### src/design/hid_keyboard_report_decoder_unit_assert.svh
// Assertion macros for the keyboard report decoder
`ifndef HID_KEYBOARD_REPORT_DECODER_UNIT_ASSERT_SVH
`define HID_KEYBOARD_REPORT_DECODER_UNIT_ASSERT_SVH
`ifndef SYNTHESIS
`define HKRD_ASSERT_NOW(lbl, pre, post) \
  lbl: assert property (@(posedge clk) disable iff (!rst_n) (pre) |-> (post)) \
    else $error("hkrd assertion failed");
`define HKRD_ASSERT_NEXT(lbl, pre, post) \
  lbl: assert property (@(posedge clk) disable iff (!rst_n) (pre) |=> (post)) \
    else $error("hkrd assertion failed");
`else
`define HKRD_ASSERT_NOW(lbl, pre, post)
`define HKRD_ASSERT_NEXT(lbl, pre, post)
`endif
`endif

### src/design/hkrd_pkg.sv
// Types, key codes and decode functions for the keyboard report decoder
package hkrd_pkg;

  localparam int KEY_SLOTS   = 6;
  localparam int SLOT_IDX_W  = 3;
  localparam int REPORT_BYTES = 9;
  localparam int LEN_W       = 7;
  localparam int IN_DATA_W   = 80;
  localparam int OUT_DATA_W  = 16;

  localparam logic [7:0] MOD_CTRL_MASK  = 8'h11;
  localparam logic [7:0] MOD_SHIFT_MASK = 8'h22;

  localparam logic [7:0] KEY_CAPS      = 8'h39;
  localparam logic [7:0] KEY_ESCAPE    = 8'h29;
  localparam logic [7:0] KEY_L         = 8'h0F;
  localparam logic [7:0] KEY_UP        = 8'h52;
  localparam logic [7:0] KEY_DOWN      = 8'h51;
  localparam logic [7:0] KEY_LEFT      = 8'h50;
  localparam logic [7:0] KEY_RIGHT     = 8'h4F;
  localparam logic [7:0] KEY_ENTER     = 8'h28;
  localparam logic [7:0] KEY_BACKSPACE = 8'h2A;
  localparam logic [7:0] KEY_A         = 8'h04;
  localparam logic [7:0] KEY_Z         = 8'h1D;
  localparam logic [7:0] KEY_1         = 8'h1E;
  localparam logic [7:0] KEY_0         = 8'h27;
  localparam logic [7:0] KEY_SPACE     = 8'h2C;
  localparam logic [7:0] KEY_SLASH     = 8'h38;
  localparam logic [7:0] KEY_NON_US    = 8'h32;

  typedef enum logic [3:0] {
    EV_ESCAPE,
    EV_URL_FOCUS,
    EV_SCROLL_UP,
    EV_SCROLL_DOWN,
    EV_LEFT,
    EV_RIGHT,
    EV_ENTER,
    EV_BACKSPACE,
    EV_CHAR,
    EV_LEDS
  } event_kind_t;

  typedef struct packed {
    logic [KEY_SLOTS-1:0][7:0] keys;
    logic                      ctrl;
    logic                      shift;
    logic [KEY_SLOTS-1:0]      emit;
  } job_t;

  typedef struct packed {
    logic empty;
    logic full;
  } fifo_stat_t;

  typedef struct packed {
    event_kind_t kind;
    logic [6:0]  ch;
  } key_event_t;

  function automatic logic code_emits(input logic [7:0] code);
    logic e;
    e = (code == KEY_CAPS) || (code == KEY_ESCAPE) || (code == KEY_UP) ||
        (code == KEY_DOWN) || (code == KEY_LEFT) || (code == KEY_RIGHT) ||
        (code == KEY_ENTER) || (code == KEY_BACKSPACE) ||
        ((code >= KEY_A) && (code <= KEY_Z)) ||
        ((code >= KEY_1) && (code <= KEY_0)) ||
        ((code >= KEY_SPACE) && (code <= KEY_SLASH) && (code != KEY_NON_US));
    return e;
  endfunction

  function automatic logic [6:0] digit_char(input logic [7:0] code, input logic shift);
    logic [6:0] c;
    unique case (code)
      8'h1E:   c = shift ? 7'h21 : 7'h31;
      8'h1F:   c = shift ? 7'h40 : 7'h32;
      8'h20:   c = shift ? 7'h23 : 7'h33;
      8'h21:   c = shift ? 7'h24 : 7'h34;
      8'h22:   c = shift ? 7'h25 : 7'h35;
      8'h23:   c = shift ? 7'h5E : 7'h36;
      8'h24:   c = shift ? 7'h26 : 7'h37;
      8'h25:   c = shift ? 7'h2A : 7'h38;
      8'h26:   c = shift ? 7'h28 : 7'h39;
      8'h27:   c = shift ? 7'h29 : 7'h30;
      default: c = 7'h00;
    endcase
    return c;
  endfunction

  function automatic logic [6:0] symbol_char(input logic [7:0] code, input logic shift);
    logic [6:0] c;
    unique case (code)
      8'h2C:   c = 7'h20;
      8'h2D:   c = shift ? 7'h5F : 7'h2D;
      8'h2E:   c = shift ? 7'h2B : 7'h3D;
      8'h2F:   c = shift ? 7'h7B : 7'h5B;
      8'h30:   c = shift ? 7'h7D : 7'h5D;
      8'h31:   c = shift ? 7'h7C : 7'h5C;
      8'h33:   c = shift ? 7'h3A : 7'h3B;
      8'h34:   c = shift ? 7'h22 : 7'h27;
      8'h35:   c = shift ? 7'h7E : 7'h60;
      8'h36:   c = shift ? 7'h3C : 7'h2C;
      8'h37:   c = shift ? 7'h3E : 7'h2E;
      8'h38:   c = shift ? 7'h3F : 7'h2F;
      default: c = 7'h00;
    endcase
    return c;
  endfunction

  function automatic key_event_t decode_key(input logic [7:0] code, input logic ctrl,
                                            input logic shift, input logic caps);
    key_event_t ev;
    logic [6:0] letter;
    letter = 7'h61 + (code[6:0] - KEY_A[6:0]);
    ev.ch  = 7'h00;
    priority if (code == KEY_CAPS)          ev.kind = EV_LEDS;
    else if (code == KEY_ESCAPE)            ev.kind = EV_ESCAPE;
    else if (ctrl && (code == KEY_L))       ev.kind = EV_URL_FOCUS;
    else if (code == KEY_UP)                ev.kind = EV_SCROLL_UP;
    else if (code == KEY_DOWN)              ev.kind = EV_SCROLL_DOWN;
    else if (code == KEY_LEFT)              ev.kind = EV_LEFT;
    else if (code == KEY_RIGHT)             ev.kind = EV_RIGHT;
    else if (code == KEY_ENTER)             ev.kind = EV_ENTER;
    else if (code == KEY_BACKSPACE)         ev.kind = EV_BACKSPACE;
    else begin
      ev.kind = EV_CHAR;
      priority if ((code >= KEY_A) && (code <= KEY_Z))
        ev.ch = (shift != caps) ? (letter - 7'd32) : letter;
      else if ((code >= KEY_1) && (code <= KEY_0))
        ev.ch = digit_char(code, shift);
      else
        ev.ch = symbol_char(code, shift);
    end
    return ev;
  endfunction

endpackage

### src/design/hid_keyboard_report_decoder_unit.sv
// Top level of the USB HID boot keyboard report decoder
// Takes one keyboard report per transaction and emits zero to six key events,
// one result transaction per cycle when the sink is ready. The intake stage
// accepts a report every cycle while its two-entry job queue has room; a report
// that yields N events holds the event generator until all are out, so sustained
// throughput is set by the event generator at one event per clock while the
// sink is ready. Reports that are short, empty, repeated or hold only unmapped
// codes produce nothing. Caps Lock and the remembered key set clear on reset.
`include "hid_keyboard_report_decoder_unit_assert.svh"
module hid_keyboard_report_decoder_unit
  import hkrd_pkg::*;
(
  input  logic                  clk,
  input  logic                  rst_n,
  input  logic                  in_tvalid,
  output logic                  in_tready,
  // report_length[6:0], report_byte_0..report_byte_8 at [14:7] .. [78:71], zero pad
  input  logic [IN_DATA_W-1:0]  in_tdata,
  output logic                  out_tvalid,
  input  logic                  out_tready,
  // event_kind[3:0], character[10:4], caps_lock_on[11], zero pad
  output logic [OUT_DATA_W-1:0] out_tdata,
  output logic                  out_tlast
);

  logic       push, pop;
  job_t       wr_job, rd_job;
  fifo_stat_t fifo_stat;

  hkrd_front u_front (
    .clk       (clk),
    .rst_n     (rst_n),
    .in_tvalid (in_tvalid),
    .in_tready (in_tready),
    .in_tdata  (in_tdata),
    .fifo_stat (fifo_stat),
    .push      (push),
    .job       (wr_job)
  );

  hkrd_fifo u_fifo (
    .clk    (clk),
    .rst_n  (rst_n),
    .push   (push),
    .wr_job (wr_job),
    .pop    (pop),
    .rd_job (rd_job),
    .stat   (fifo_stat)
  );

  hkrd_back u_back (
    .clk        (clk),
    .rst_n      (rst_n),
    .job        (rd_job),
    .fifo_stat  (fifo_stat),
    .pop        (pop),
    .out_tvalid (out_tvalid),
    .out_tready (out_tready),
    .out_tdata  (out_tdata),
    .out_tlast  (out_tlast)
  );

  `HKRD_ASSERT_NOW(a_pop_not_empty, pop, !fifo_stat.empty)
  `HKRD_ASSERT_NEXT(a_pop_gives_last, pop, out_tvalid && out_tlast)
  `HKRD_ASSERT_NOW(a_char_consistent, out_tvalid, (out_tdata[3:0] == EV_CHAR) == (out_tdata[10:4] != 7'd0))
  `HKRD_ASSERT_NOW(a_no_push_full, fifo_stat.full, !push)

endmodule

### src/design/hkrd_front.sv
// Report intake: prefix strip, key-set compare and job classification
module hkrd_front
  import hkrd_pkg::*;
(
  input  logic                 clk,
  input  logic                 rst_n,
  input  logic                 in_tvalid,
  output logic                 in_tready,
  input  logic [IN_DATA_W-1:0] in_tdata,
  input  fifo_stat_t           fifo_stat,
  output logic                 push,
  output job_t                 job
);

  logic [KEY_SLOTS-1:0][7:0] prev_keys_r, prev_keys_nxt;
  logic [LEN_W-1:0]          len, elen;
  logic [REPORT_BYTES-1:0][7:0] b;
  logic                      pref, accept, long_enough, any, differ;
  logic [7:0]                mods;

  assign in_tready = !fifo_stat.full;
  assign accept    = in_tvalid && in_tready;

  always_comb begin
    len = in_tdata[LEN_W-1:0];
    for (int i = 0; i < REPORT_BYTES; i++) begin
      b[i] = in_tdata[LEN_W + 8*i +: 8];
    end
    pref = (len >= LEN_W'(4)) && (b[0] >= 8'd1) && (b[0] <= 8'd4) && (b[2] == 8'd0);
    elen = pref ? (len - LEN_W'(1)) : len;
    mods = pref ? b[1] : b[0];
    long_enough = (len >= LEN_W'(3));
    any = 1'b0;
    for (int k = 0; k < KEY_SLOTS; k++) begin
      if ((LEN_W'(2 + k) < elen) && (2 + k < 8)) begin
        job.keys[k] = pref ? b[3 + k] : b[2 + k];
      end else begin
        job.keys[k] = 8'h00;
      end
      job.emit[k] = code_emits(job.keys[k]);
      any = any | (job.keys[k] != 8'h00);
    end
    job.ctrl  = (mods & MOD_CTRL_MASK) != 8'h00;
    job.shift = (mods & MOD_SHIFT_MASK) != 8'h00;
    differ    = (job.keys != prev_keys_r);
    push      = accept && long_enough && any && differ && (job.emit != '0);
  end

  always_comb begin
    prev_keys_nxt = prev_keys_r;
    if (accept && long_enough) begin
      if (!any) begin
        prev_keys_nxt = '0;
      end else begin
        prev_keys_nxt = job.keys;
      end
    end
  end

  always_ff @(posedge clk) begin
    if (!rst_n) begin
      prev_keys_r <= '0;
    end else begin
      prev_keys_r <= prev_keys_nxt;
    end
  end

endmodule

### src/design/hkrd_fifo.sv
// Two-entry job queue between intake and event generation
module hkrd_fifo
  import hkrd_pkg::*;
(
  input  logic       clk,
  input  logic       rst_n,
  input  logic       push,
  input  job_t       wr_job,
  input  logic       pop,
  output job_t       rd_job,
  output fifo_stat_t stat
);

  job_t       mem_r [2];
  logic       wr_ptr_r, rd_ptr_r;
  logic [1:0] count_r;

  assign stat.empty = (count_r == 2'd0);
  assign stat.full  = (count_r == 2'd2);
  assign rd_job     = mem_r[rd_ptr_r];

  always_ff @(posedge clk) begin
    if (push) begin
      mem_r[wr_ptr_r] <= wr_job;
    end
  end

  always_ff @(posedge clk) begin
    if (!rst_n) begin
      wr_ptr_r <= 1'b0;
      rd_ptr_r <= 1'b0;
      count_r  <= 2'd0;
    end else begin
      if (push) begin
        wr_ptr_r <= !wr_ptr_r;
      end
      if (pop) begin
        rd_ptr_r <= !rd_ptr_r;
      end
      count_r <= count_r + 2'(push) - 2'(pop);
    end
  end

endmodule

### src/design/hkrd_back.sv
// Event generator: walks emitting key slots and drives the result register
module hkrd_back
  import hkrd_pkg::*;
(
  input  logic                  clk,
  input  logic                  rst_n,
  input  job_t                  job,
  input  fifo_stat_t            fifo_stat,
  output logic                  pop,
  output logic                  out_tvalid,
  input  logic                  out_tready,
  output logic [OUT_DATA_W-1:0] out_tdata,  // event_kind[3:0], character[10:4], caps_lock_on[11]
  output logic                  out_tlast
);

  logic [KEY_SLOTS-1:0]  done_r;
  logic                  caps_r, out_valid_r, out_last_r, out_caps_r;
  event_kind_t           out_kind_r;
  logic [6:0]            out_ch_r;
  logic [KEY_SLOTS-1:0]  work, sel;
  logic [SLOT_IDX_W-1:0] idx;
  logic                  found, last, load, go, caps_nxt;
  logic [7:0]            code;
  key_event_t            ev;

  always_comb begin
    work  = job.emit & ~done_r;
    sel   = '0;
    idx   = '0;
    found = 1'b0;
    for (int k = 0; k < KEY_SLOTS; k++) begin
      if (work[k] && !found) begin
        sel[k] = 1'b1;
        idx    = SLOT_IDX_W'(k);
        found  = 1'b1;
      end
    end
    code     = job.keys[idx];
    ev       = decode_key(code, job.ctrl, job.shift, caps_r);
    caps_nxt = caps_r ^ (code == KEY_CAPS);
    last     = (work & ~sel) == '0;
    load     = !out_valid_r || out_tready;
    go       = !fifo_stat.empty && load;
    pop      = go && last;
  end

  always_ff @(posedge clk) begin
    if (!rst_n) begin
      out_valid_r <= 1'b0;
      caps_r      <= 1'b0;
      done_r      <= '0;
    end else begin
      if (load) begin
        out_valid_r <= go;
      end
      if (go) begin
        caps_r <= caps_nxt;
        done_r <= last ? '0 : (done_r | sel);
      end
    end
  end

  always_ff @(posedge clk) begin
    if (go) begin
      out_kind_r <= ev.kind;
      out_ch_r   <= ev.ch;
      out_caps_r <= caps_nxt;
      out_last_r <= last;
    end
  end

  assign out_tvalid = out_valid_r;
  assign out_tdata  = {4'b0000, out_caps_r, out_ch_r, out_kind_r};
  assign out_tlast  = out_last_r;

endmodule

### config.mk
export PLATFORM = sky130hd
export DESIGN_NAME = hid_keyboard_report_decoder_unit
export DESIGN_NICKNAME = d
export VERILOG_FILES = /design/src/design/hkrd_pkg.sv /design/src/design/hid_keyboard_report_decoder_unit.sv /design/src/design/hkrd_front.sv /design/src/design/hkrd_fifo.sv /design/src/design/hkrd_back.sv
export VERILOG_INCLUDE_DIRS = /design/src /design/src/design
export SDC_FILE = /design/constraint.sdc
export NUM_CORES = 1
export LEC_CHECK = 0
export ABC_AREA = 1
export BUFFER_PORTS_ARGS = -buffer_cell sky130_fd_sc_hd__buf_2
export CAP_MARGIN = 10
export CORE_UTILIZATION = 23
export DETAILED_ROUTE_END_ITERATION = 10
export GPL_TIMING_DRIVEN = 0
export PLACE_DENSITY = 0.43
export SKIP_CTS_REPAIR_TIMING = 1
export SYNTH_ARGS = -nofsm -noshare
export SYNTH_HDL_FRONTEND = slang
export SYNTH_SLANG_ARGS = --single-unit
### constraint.sdc
create_clock -name clk -period 5.8 [get_ports clk]
set_clock_uncertainty 0.15 [all_clocks]
set_input_delay 1.16 -clock clk [delete_from_list [all_inputs] [get_ports clk]]
set_output_delay 1.16 -clock clk [all_outputs]
set_load 0.01 [all_outputs]
==> impl_metrics.yaml <==
status:
  status: "finished clean"
layout:
  final_area_um2: 13900
  multiInputGateArea_um2: 5820
  synthToLayoutAreaGrowth_pct: 16.9
  fillers: 5588
  drive_above_1_share_pct: 13.0
  final_common_cell: "nand2_1"
  seq_area_um2: 4970
  fin_nets: 1899
  layout_common_cells: "nand2_1 (565), nor2_1 (196), inv_1 (193)"
clock_network:
  clk_pin_slew_ns: 0.07
  clk_latency_ns: 0.45
  htree_levels: 4
  cts_buffers: 17
  cts_root_buf: "clkbuf_16"
  cts.path.max_buffers: 2
  cts_tree: "done"
  cts.sinks: 186
timing:
  finalSetupViolCount: 0
  setup_ws_ns: 0.563
  max_freq_mhz: 191
  fin_crit_sh_pct: 90.3
  grt_setup_unrepaired: "false"
  slew_headroom_pct: 40.8
  hold_viol_final: 0
  fin_setup_tns_ns: 0
  tightest_slew_ns: 0.879
  maxSlewViolCount: 0
  fin_crit_ns: 5.24
yosys:
  synth_simple_gate_area_share_pct: 35.9
  synthAdderAreaFrac_pct: 1.05
  ys_seq_area_share_pct: 41.9
  netlist-cell-type-count: 44
  synthMuxAreaShare_pct: 0.674
  netlist_area_um2: 11900
  yosys.area.top_type_share_pct: 31.6
  synth_compound_area_share_pct: 8.68
  syn_area_per_cell_um2: 7.04
  synth-main-ff-cell: "edfxtp_1"
  yosys_register_bits: 186
  synth_edf_count: 125
  synthTopCellsByArea: "edfxtp_1 (32%), nand2_1 (18%), dfxtp_1 (10%)"
  synth_xor_area_share_pct: 2.43
  async_reset_ff_share_pct: 0
  synth_top_family_by_area: "simple AND/OR/NAND/NOR gates"
  syn_inst: 1686
  synth_top_cell_by_area: "edfxtp_1"
  ys_warn_count: 0
route:
  wl_um: 39900
  dr.first_iter.drc_count: 738
  vias_per_cell: 4.42
  drc: 0
  ant_nets: 0
  firstDrtPassIters: 5
  vias: 11000
  avgRoutedWirePerCell_um: 16.0
worst_setup_path:
  crit_end: "u_fifo.mem_r[0][35]$_DFFE_PP_"
  cp-startpoint: "in_tdata[3]"
  crit_arrival_ns: 5.23
  rr_endpoint: "u_back.out_ch_r[0]$_SDFFCE_PP0P_"
  cp-start-kind: "input port"
  cp_max_fo: 27
  worst_ep_required_time_ns: 5.79
  rr_worst_depth: 19
  end_kind: "register"
  path_class: "input port to register"
  r2r_setup_slack_ns: 0.97
grt:
  grt_max_degree: 36
  antenna_found_initial: 0
  grt-ovfl-total: 0
  first_global_vias: 10500
  grtUsageTotal_pct: 15.3
  grt_pass1_wl_um: 61100
worst_hold_path:
  holdCritStartpoint: "u_back.done_r[4]$_SDFFE_PN0P_"
  hold_class: "register to register"
floorplan:
  core_um2: 50600
  initial_core_util_pct: 23.5
  die_area_um2: 52500
  io_pins: 103
  rows: 82
  fp.dieW_um: 229
  die_h_um: 229
placement:
  port_buffers: 93
  placed_area_um2: 13300
  dpl.hpwl_um: 32200
  post-place-ws_ns: 0.0209
  gp_congestion: 0.899
power:
  vdd_drop_max_mv: 0.180
  leakagePower_nw: 6.29
  powerDensity_nw_per_um2: 374
run:
  max_cap_viol_count: 0
state kept, by name (all words and copies together), names as in the netlist, named ones only:
register,flops
u_back.out_tlast,1
u_back.out_kind_r,4
u_front.prev_keys_r,48
u_back.done_r,6
u_fifo.wr_ptr_r,1
u_back.out_ch_r,7
u_back.out_tvalid,1
u_back.out_caps_r,1
u_fifo.mem_r,112
u_back.caps_r,1
u_fifo.rd_ptr_r,1
u_fifo.count_r,2
cells in the mapped netlist, types with 3 or more instances:
cell type / instances
o211ai_1: 7
mux2i_1: 8
or2_2: 4
nor2_2: 14
buf_2: 10
o2111ai_1: 3
xor2_1: 20
inv_1: 194
nand2_2: 11
clkbuf_1: 24
nand3_1: 131
xnor2_1: 13
o21ai_0: 71
buf_6: 9
nor2_4: 10
nor3_2: 3
dfxtp_1: 61
nor2_1: 197
ha_1: 10
buf_4: 10
nand4_1: 22
a21oi_2: 3
edfxtp_1: 125
o21ai_1: 9
nand3b_1: 7
a31oi_1: 3
nand3_2: 5
a211oi_1: 3
inv_2: 15
nand2_4: 5
a21oi_1: 87
nor3_1: 11
nand2_1: 565
layout make-up:
| type | instances | area share, % |
|---|---|---|
| tap | 672 | 6.06 |
| clock inverter | 15 | 1.26 |
| multi-input combinational | 1240 | 41.9 |
| sequential | 186 | 35.8 |
| clock buffer | 17 | 3.06 |
| antenna | 1 | 0.0180 |
| timing repair buffer | 97 | 3.89 |
| buffer | 53 | 2.28 |
| inverter | 210 | 5.68 |
how the worst min path moves through the flow:
stage | endpoint | slack, ns | cells after the start
after floorplan | u_back.done_r[4]$_SDFFE_PN0P_ | 0.28 | 2
after global placement | u_back.done_r[5]$_SDFFE_PN0P_ | 0.29 | 2
after detailed placement | u_back.done_r[5]$_SDFFE_PN0P_ | 0.29 | 2
after CTS | u_back.done_r[4]$_SDFFE_PN0P_ | 0.30 | 2
after global routing | u_back.done_r[4]$_SDFFE_PN0P_ | 0.33 | 2
final | u_back.done_r[4]$_SDFFE_PN0P_ | 0.30 | 2
cell families after synthesis:
group,count (synthesis)
other,1
AO/OA/AOI/OAI,192
flip-flops,186
multiplexers,8
adder cells (fa/ha/maj),10
XOR/XNOR,33
buffers and inverters,263
AND/OR/NAND/NOR,993
power by group:
part,total [W],internal (W),switching (W)
Sequential,0.00175,0.00168,0.0000674
Clock,0.00121,0.000621,0.000590
Combinational,0.00223,0.000648,0.00158
Total,0.00520,0.00295,0.00224
routing by layer:
| layer | share of wire, % | up-vias | track usage (%) |
|---|---|---|---|
| met5 | 0 | - | 0 |
| met4 | 2.6 | 0 | 5.08 |
| met3 | 3.1 | 37 | 1.82 |
| met2 | 47 | 264 | 25.8 |
| met1 | 48 | 5053 | 20.2 |
| li1 | - | 5653 | - |
metrics by stage:
step | total power [W] | std cells | hold slack [ns] | util [%]
3_3_place_gp | 0.00399 | 2454 | 0.286 | 26.1
2_1_floorplan | 0.00329 | 1689 | 0.276 | -
5_1_grt | 0.00556 | 2490 | 0.327 | 27.4
3_5_place_dp | 0.00402 | 2458 | 0.291 | 26.3
4_1_cts | 0.00524 | 2490 | 0.305 | 27.4
6_report | 0.00520 | 2491 | 0.301 | 27.4
worst max-delay path, stage by stage:
cell	delay [ns]
buf_2	0.14
nor2_2	0.19
nand2_2	0.07
nor2_2	0.17
nor2_4	0.10
nand2_4	0.13
inv_2	0.08
buf_4	0.18
o21ai_0	0.69
nand2_1	0.30
xor2_1	0.22
nand2_1	0.14
nor2_1	0.05
nand2_1	0.06
nor2_1	0.04
nand3_1	0.12
nor2_1	0.07
nor2_1	0.29
nand2_1	0.18
nor2_4	0.32
buf_12	0.25
buf_12	0.21
(Power assumes the default switching activity.)
